[config.mk]
export PLATFORM = sky130hd
export DESIGN_NAME = multi_channel_velocity_pid_core
export DESIGN_NICKNAME = d
export VERILOG_FILES = /design/src/sv/mcvp_pkg.sv /design/src/sv/mcvp_gain_regs.sv /design/src/sv/mcvp_calc.sv /design/src/sv/multi_channel_velocity_pid.sv
export SDC_FILE = /design/constraint.sdc
export NUM_CORES = 2
export LEC_CHECK = 0
export BUFFER_PORTS_ARGS = -buffer_cell sky130_fd_sc_hd__buf_2
export CAP_MARGIN = 20
export CORE_MARGIN = 4
export CORE_UTILIZATION = 50
export DETAILED_ROUTE_END_ITERATION = 12
export MAX_ROUTING_LAYER = met4
export PLACE_DENSITY = 0.66
export REMOVE_ABC_BUFFERS = 1
export SETUP_SLACK_MARGIN = 0.1
export SLEW_MARGIN = 20
export SYNTH_ARGS = -nofsm -noshare
export SYNTH_HDL_FRONTEND = slang
export SYNTH_SLANG_ARGS = --single-unit
[constraint.sdc]
create_clock -name i_clk -period 24 [get_ports i_clk]
set_input_delay 1.2 -clock i_clk [delete_from_list [all_inputs] [get_ports i_clk]]
set_output_delay 1.2 -clock i_clk [all_outputs]
set_load 0.02 [all_outputs]
[src/sv/mcvp_pkg.sv]
// Shared types and constants for the multi-channel velocity PID core.
// No dependencies.
package mcvp_pkg;

    localparam int GAIN_W    = 20;
    localparam int REG_W     = 3 * GAIN_W;
    localparam int NUM_REGS  = 4;
    localparam int CFG_IDX_W = 3;
    localparam int CH_IN_W   = 2;
    localparam int SPEED_W   = 16;
    localparam int DRIVE_W   = 16;
    localparam int ERR_W     = SPEED_W + 1;
    localparam int DIFF_W    = ERR_W + 1;
    localparam int INTEG_W   = 11;
    localparam int P_KP_W    = GAIN_W + 1 + ERR_W;
    localparam int P_KD_W    = GAIN_W + 1 + DIFF_W;
    localparam int P_KI_W    = GAIN_W + 1 + INTEG_W;
    localparam int SUM_W     = 41;

    // kp = 7.5, ki ~ 0.005, kd ~ 0.025 in Q4.16
    localparam logic [REG_W-1:0] GAIN_RESET = 60'd1801000390721536;

    typedef struct packed {
        logic [GAIN_W-1:0] kd;
        logic [GAIN_W-1:0] ki;
        logic [GAIN_W-1:0] kp;
    } t_gains;

    typedef struct packed {
        logic signed [DRIVE_W-1:0] drive;
        logic signed [ERR_W-1:0]   prev_err;
        logic signed [INTEG_W-1:0] integ;
    } t_chan_state;

    typedef struct packed {
        t_chan_state nxt;
        logic        sat;
    } t_calc_res;

endpackage

[src/sv/mcvp_gain_regs.sv]
// Per-channel packed gain registers with a plain write port and one read port.
// Depends on mcvp_pkg.
module mcvp_gain_regs import mcvp_pkg::*; #(
    parameter int CHANNELS = 4,
    parameter int CH_W     = 2
) (
    input  logic                 i_clk,
    input  logic                 i_rst_n,
    input  logic                 i_cfg_we,
    input  logic [CFG_IDX_W-1:0] i_cfg_idx,
    input  logic [REG_W-1:0]     i_cfg_data,
    input  logic [CH_W-1:0]      i_rd_idx,
    output t_gains               o_rd_gains
);

    t_gains r_gains [CHANNELS];

    always_ff @(posedge i_clk) begin
        if (!i_rst_n) begin
            for (int i = 0; i < CHANNELS; i++) begin
                r_gains[i] <= t_gains'(GAIN_RESET);
            end
        end else if (i_cfg_we && i_cfg_idx < CFG_IDX_W'(NUM_REGS)
                     && i_cfg_idx < CFG_IDX_W'(CHANNELS)) begin
            r_gains[i_cfg_idx[CH_W-1:0]] <= t_gains'(i_cfg_data);
        end
    end

    assign o_rd_gains = r_gains[i_rd_idx];

endmodule

[src/sv/mcvp_calc.sv]
// PID update arithmetic: error, clamped integral, fixed-point increment,
// truncation toward zero and 16-bit saturation. Depends on mcvp_pkg.
module mcvp_calc import mcvp_pkg::*; #(
    parameter int INTEGRAL_LIMIT = 1000,
    parameter int GAIN_FRAC_BITS = 16
) (
    input  t_gains                     i_gains,
    input  logic signed [SPEED_W-1:0]  i_target_speed,
    input  logic signed [SPEED_W-1:0]  i_measured_speed,
    input  t_chan_state                i_state,
    output t_calc_res                  o_res
);

    localparam logic signed [DIFF_W-1:0] LIM_POS = DIFF_W'(INTEGRAL_LIMIT);
    localparam logic signed [DIFF_W-1:0] LIM_NEG = -LIM_POS;
    localparam logic signed [SUM_W-1:0]  BIAS    =
        SUM_W'((64'd1 << GAIN_FRAC_BITS) - 64'd1);
    localparam logic signed [SUM_W-1:0]  SAT_HI  = SUM_W'(32767);
    localparam logic signed [SUM_W-1:0]  SAT_LO  = -(SUM_W'(32768));

    logic signed [ERR_W-1:0]  err;
    logic signed [DIFF_W-1:0] integ_sum;
    logic signed [DIFF_W-1:0] integ_clamp;
    logic signed [DIFF_W-1:0] d_err;
    logic signed [GAIN_W:0]   kp_s;
    logic signed [GAIN_W:0]   ki_s;
    logic signed [GAIN_W:0]   kd_s;
    logic signed [P_KP_W-1:0] p_kp;
    logic signed [P_KD_W-1:0] p_kd;
    logic signed [P_KI_W-1:0] p_ki;
    logic signed [SUM_W-1:0]  total;
    logic signed [SUM_W-1:0]  q;

    always_comb begin
        err       = ERR_W'(i_target_speed) - ERR_W'(i_measured_speed);
        integ_sum = DIFF_W'(i_state.integ) + DIFF_W'(err);
        if (integ_sum > LIM_POS) begin
            integ_clamp = LIM_POS;
        end else if (integ_sum < LIM_NEG) begin
            integ_clamp = LIM_NEG;
        end else begin
            integ_clamp = integ_sum;
        end
        d_err = DIFF_W'(err) - DIFF_W'(i_state.prev_err);

        kp_s = signed'({1'b0, i_gains.kp});
        ki_s = signed'({1'b0, i_gains.ki});
        kd_s = signed'({1'b0, i_gains.kd});
        p_kp = P_KP_W'(kp_s) * P_KP_W'(err);
        p_kd = P_KD_W'(kd_s) * P_KD_W'(d_err);
        p_ki = P_KI_W'(ki_s) * P_KI_W'(integ_clamp);

        total = (SUM_W'(i_state.drive) <<< GAIN_FRAC_BITS)
              + SUM_W'(p_kp) + SUM_W'(p_kd) + SUM_W'(p_ki);
        // round toward zero
        q = (total + (total[SUM_W-1] ? BIAS : SUM_W'(0))) >>> GAIN_FRAC_BITS;

        if (q > SAT_HI) begin
            o_res.nxt.drive = DRIVE_W'(SAT_HI);
            o_res.sat       = 1'b1;
        end else if (q < SAT_LO) begin
            o_res.nxt.drive = DRIVE_W'(SAT_LO);
            o_res.sat       = 1'b1;
        end else begin
            o_res.nxt.drive = q[DRIVE_W-1:0];
            o_res.sat       = 1'b0;
        end
        o_res.nxt.prev_err = err;
        o_res.nxt.integ    = integ_clamp[INTEG_W-1:0];
    end

endmodule

[src/sv/multi_channel_velocity_pid.sv]
// An accepted transaction waits in the input register, then moves to the result register when it is empty or read.
// Throughput: one transaction per cycle while the result is not stalled, also back to back on the same channel;
// the channel state is read, updated and written back in the same cycle.
// Reset (synchronous, active low) clears drive, previous error and integral of
// every channel and loads the default gains; no clearing pass is needed.
// Depends on mcvp_pkg, mcvp_gain_regs and mcvp_calc.
module multi_channel_velocity_pid_core import mcvp_pkg::*; #(
    parameter int CHANNELS       = 4,
    parameter int INTEGRAL_LIMIT = 1000,
    parameter int GAIN_FRAC_BITS = 16
) (
    input  logic                       i_clk,
    input  logic                       i_rst_n,
    input  logic                       i_cfg_we,
    input  logic [CFG_IDX_W-1:0]       i_cfg_idx,
    input  logic [REG_W-1:0]           i_cfg_data,
    input  logic                       i_valid,
    output logic                       o_ready,
    input  logic [CH_IN_W-1:0]         i_channel,
    input  logic signed [SPEED_W-1:0]  i_target_speed,
    input  logic signed [SPEED_W-1:0]  i_measured_speed,
    output logic                       o_valid,
    input  logic                       i_ready,
    output logic [CH_IN_W-1:0]         o_out_channel,
    output logic signed [DRIVE_W-1:0]  o_drive,
    output logic                       o_drive_saturated
);

    localparam int CH_W = (CHANNELS > 1) ? $clog2(CHANNELS) : 1;

    logic                      r_in_vld;
    logic [CH_IN_W-1:0]        r_in_ch;
    logic signed [SPEED_W-1:0] r_in_tgt;
    logic signed [SPEED_W-1:0] r_in_meas;

    logic                      r_out_vld;
    logic [CH_IN_W-1:0]        r_out_ch;
    logic signed [DRIVE_W-1:0] r_out_drive;
    logic                      r_out_sat;

    t_chan_state r_state [CHANNELS];

    logic        move;
    logic        ch_ok;
    logic [CH_W-1:0] ch_idx;
    t_gains      sel_gains;
    t_chan_state sel_state;
    t_calc_res   calc;

    assign ch_ok     = {1'b0, r_in_ch} < (CH_IN_W + 1)'(CHANNELS);
    assign ch_idx    = r_in_ch[CH_W-1:0];
    assign move      = r_in_vld && (!r_out_vld || i_ready);
    assign o_ready   = !r_in_vld || move;
    assign sel_state = r_state[ch_idx];

    mcvp_gain_regs #(
        .CHANNELS (CHANNELS),
        .CH_W     (CH_W)
    ) u_gain_regs (
        .i_clk      (i_clk),
        .i_rst_n    (i_rst_n),
        .i_cfg_we   (i_cfg_we),
        .i_cfg_idx  (i_cfg_idx),
        .i_cfg_data (i_cfg_data),
        .i_rd_idx   (ch_idx),
        .o_rd_gains (sel_gains)
    );

    mcvp_calc #(
        .INTEGRAL_LIMIT (INTEGRAL_LIMIT),
        .GAIN_FRAC_BITS (GAIN_FRAC_BITS)
    ) u_calc (
        .i_gains          (sel_gains),
        .i_target_speed   (r_in_tgt),
        .i_measured_speed (r_in_meas),
        .i_state          (sel_state),
        .o_res            (calc)
    );

    // input register
    always_ff @(posedge i_clk) begin
        if (!i_rst_n) begin
            r_in_vld <= 1'b0;
        end else if (o_ready) begin
            r_in_vld <= i_valid;
        end
    end

    always_ff @(posedge i_clk) begin
        if (i_valid && o_ready) begin
            r_in_ch   <= i_channel;
            r_in_tgt  <= i_target_speed;
            r_in_meas <= i_measured_speed;
        end
    end

    // channel state
    always_ff @(posedge i_clk) begin
        if (!i_rst_n) begin
            for (int i = 0; i < CHANNELS; i++) begin
                r_state[i] <= '0;
            end
        end else if (move && ch_ok) begin
            r_state[ch_idx] <= calc.nxt;
        end
    end

    // result register
    always_ff @(posedge i_clk) begin
        if (!i_rst_n) begin
            r_out_vld <= 1'b0;
        end else if (move) begin
            r_out_vld <= 1'b1;
        end else if (i_ready) begin
            r_out_vld <= 1'b0;
        end
    end

    always_ff @(posedge i_clk) begin
        if (move) begin
            r_out_ch    <= r_in_ch;
            r_out_drive <= ch_ok ? calc.nxt.drive : '0;
            r_out_sat   <= ch_ok && calc.sat;
        end
    end

    assign o_valid           = r_out_vld;
    assign o_out_channel     = r_out_ch;
    assign o_drive           = r_out_drive;
    assign o_drive_saturated = r_out_sat;

    a_integ_bound: assert property (@(posedge i_clk) disable iff (!i_rst_n)
        move && ch_ok |-> (calc.nxt.integ <= INTEG_W'(INTEGRAL_LIMIT))
                       && (calc.nxt.integ >= -(INTEG_W'(INTEGRAL_LIMIT))))
        else $error("integral left its clamp range");

    a_sat_extreme: assert property (@(posedge i_clk) disable iff (!i_rst_n)
        r_out_vld && r_out_sat |-> (r_out_drive == 16'sh7fff)
                                || (r_out_drive == 16'sh8000))
        else $error("saturation flag without clipped drive");

    a_move_result: assert property (@(posedge i_clk) disable iff (!i_rst_n)
        move |=> r_out_vld && (r_out_ch == $past(r_in_ch)))
        else $error("transaction lost between input and result register");

    a_free_ready: assert property (@(posedge i_clk) disable iff (!i_rst_n)
        !r_out_vld |-> o_ready)
        else $error("input stalled while result register empty");

endmodule
==> flow_metrics.env <==
export IMPL_worst_path_most_repeated_cell="a21o_1"
export IMPL_n_fill_cell=10400
export IMPL_io_pin_count=123
export IMPL_grt_use_total=0.288
export IMPL_cts_sinks=473
export IMPL_clock_root_buffer="clkbuf_16"
export IMPL_initial_core_util=0.506
export IMPL_synth_edf_count=469
export IMPL_clk_pin_slew_ns=0.06
export IMPL_timing_final_hold_violations=0
export IMPL_grt_pass1_vias=45100
export IMPL_crit_arrival_ns=22.34
export IMPL_antenna_found_initial=4
export IMPL_synth_area_um2=59900
export IMPL_setup_tns_ns=0
export IMPL_cts_resized=0
export IMPL_preCtsSetupSlack_ns=2.07
export IMPL_worstPathRequired_ns=24.47
export IMPL_start_kind="flop"
export IMPL_firstDrtPassIters=6
export IMPL_avgSynthCellArea_um2=9.98
export IMPL_die_h_um=354
export IMPL_ant_nets=0
export IMPL_max_clock_path_buffers=3
export IMPL_dp_hpwl_mm=135
export IMPL_setup_worst_path_class="reg -> reg"
export IMPL_die_area_um2=125000
export IMPL_layout_drive_gt1_share=0.0802
export IMPL_synth_async_reset_ratio=0
export IMPL_final_common_cell="inv_1"
export IMPL_skew_ns=0.0300
export IMPL_yosys_warnings=0
export IMPL_clk_latency_ns=0.66
export IMPL_synth_cell_types=92
export IMPL_cts_tree="yes"
export IMPL_grt_pass1_wl_mm=268
export IMPL_synthTopCellsByArea="fa_1, edfxtp_1, ha_1, inv_1, nand2_1"
export IMPL_path_max_fanout=29
export IMPL_synth_top_area_frac=0.312
export IMPL_drt_initial_drc_count=3647
export IMPL_rsz0062_at_grt="no"
export IMPL_core_um2=118000
export IMPL_grt_overflow=0
export IMPL_num_vias=42500
export IMPL_die_w_um=354
export IMPL_cts_hold_buf=0
export IMPL_synth_ff_type="edfxtp_1"
export IMPL_crit_path_max_incr_delay_ns=0.77
export IMPL_hold_path_class="reg -> reg"
export IMPL_yosysSeqAreaShare=0.237
export IMPL_final_nets=7483
export IMPL_setup_viol=0
export IMPL_final_cell_mix="inv_1, fa_1, nand2_1"
export IMPL_period_share=0.911
export IMPL_maxSlewHeadroom=0.205
export IMPL_drv_slew=0
export IMPL_gp_congestion=0.959
export IMPL_viasPerCell=5.55
export IMPL_crit_path_end_kind="flop"
export IMPL_post_cts_buffers=0
export IMPL_wl_mm=172
export IMPL_cts_inserted_buffers=51
export IMPL_yosysTopAreaCell="fa_1"
export IMPL_drc_errors=0
export IMPL_ys_ff_latch=473
export IMPL_worstMarginPinSlew_ns=1.18
export IMPL_slowest_stage="a31oi_1"
export IMPL_finalCriticalPeriod_ns=21.87
export IMPL_maxCapViolations=0
export IMPL_grt_max_degree=77
export IMPL_port_buffers=122
export IMPL_netlist_instances=6001
export IMPL_outcome="finished, final reports clean"
export IMPL_fin_ws_ns=2.13
export IMPL_timing_fmax_mhz=45.7
export IMPL_h_tree_depth=2
export IMPL_routedWlPerCell_um=22.5
export IMPL_area_growth_pct=6.90
export IMPL_num_rows=126
## synthesized netlist by cell type, types with 34 or more instances
cell type,n
a211oi_1,68
ha_1,440
a21o_1,58
o21ai_1,34
edfxtp_1,469
mux4_2,70
and3_1,79
o21ai_0,88
nand3_1,47
inv_1,1237
o21a_1,48
nor2_1,544
nand2b_1,82
fa_1,933
and2_1,216
clkbuf_1,217
mux2_2,39
xnor2_1,110
mux2i_1,43
nand2_1,637
xor2_1,38
a21oi_1,123
## final cells by class
| type | instances | area, um2 | area share |
|---|---|---|---|
| Multi-Input combinational cell | 4024 | 40200 | 0.628 |
| Timing Repair Buffer | 211 | 1300 | 0.0203 |
| Clock inverter | 31 | 300 | 0.00469 |
| Tap cell | 1600 | 2000 | 0.0313 |
| Clock buffer | 63 | 1320 | 0.0206 |
| Antenna cell | 3 | 7.51 | 0.000117 |
| Sequential cell | 473 | 14200 | 0.221 |
| Inverter | 1247 | 4680 | 0.0732 |
## through the flow
stage / cell area (um2) / utilization / std cells / hold slack (ns)
6_report: 64000 / 0.541 / 7652 / 0.534
5_1_grt: 64000 / 0.541 / 7651 / 0.553
4_1_cts: 63900 / 0.540 / 7646 / 0.522
3_5_place_dp: 62300 / 0.526 / 7552 / 0.503
3_3_place_gp: 62300 / 0.526 / 7552 / 0.491
2_1_floorplan: 58900 / - / 5743 / 0.477
## kinds of logic after synthesis
| group | count (synthesis) | share of synthesized area |
|---|---|---|
| AO/OA/AOI/OAI | 574 | 0.0652 |
| XOR/XNOR | 149 | 0.0221 |
| adder cells (fa/ha/maj) | 1374 | 0.404 |
| buffers and inverters | 1505 | 0.0953 |
| flip-flops | 473 | 0.237 |
| multiplexers | 153 | 0.0411 |
| AND/OR/NAND/NOR | 1773 | 0.136 |
## path summary, 6_finish.rpt
check	startpoint	end	slack, ns	cells after the start
setup / recovery	r_in_meas[1]	r_state[1][33]	2.13	81
setup reg to reg	r_in_meas[1]	r_state[1][33]	2.13	81
hold reg to reg	r_in_vld	o_valid	0.53	1
hold / removal	r_in_vld	o_valid	0.53	1
## metal layers
metal / vias to the layer above / part of all wire / wire length (um) / global-route usage
met4: 0 / 0.038 / 6520 / 0.0964
met1: 21600 / 0.41 / 70900 / 0.382
li1: 18900 / - / - / -
met2: 1617 / 0.47 / 80800 / 0.453
met5: - / 0 / 0 / -
met3: 339 / 0.080 / 13700 / 0.0484
## critical path, delay by kind of cell, from the launching register on
kind / cells / cell delay, ns
buf+inv: 10 / 1.29
flops: 1 / 0.41
compound gates: 38 / 9.16
simple gates: 19 / 5.39
fa+ha+maj: 11 / 4.18
xor+xnor: 2 / 0.58
mux: 1 / 0.58
## sequential cells by signal, summed over array words and instances (netlist names), named ones only
| name | flops |
|---|---|
| o_out_channel | 2 |
| o_valid | 1 |
| r_in_vld | 1 |
| o_drive | 16 |
| r_in_meas | 16 |
| o_drive_saturated | 1 |
| r_in_tgt | 16 |
| r_state | 176 |
| ch_idx | 2 |
| u_gain_regs.r_gains | 240 |
Power is left out: the tool's default activity adds up to more than one toggle a clock period on the data nets, which glitch-free logic cannot reach.
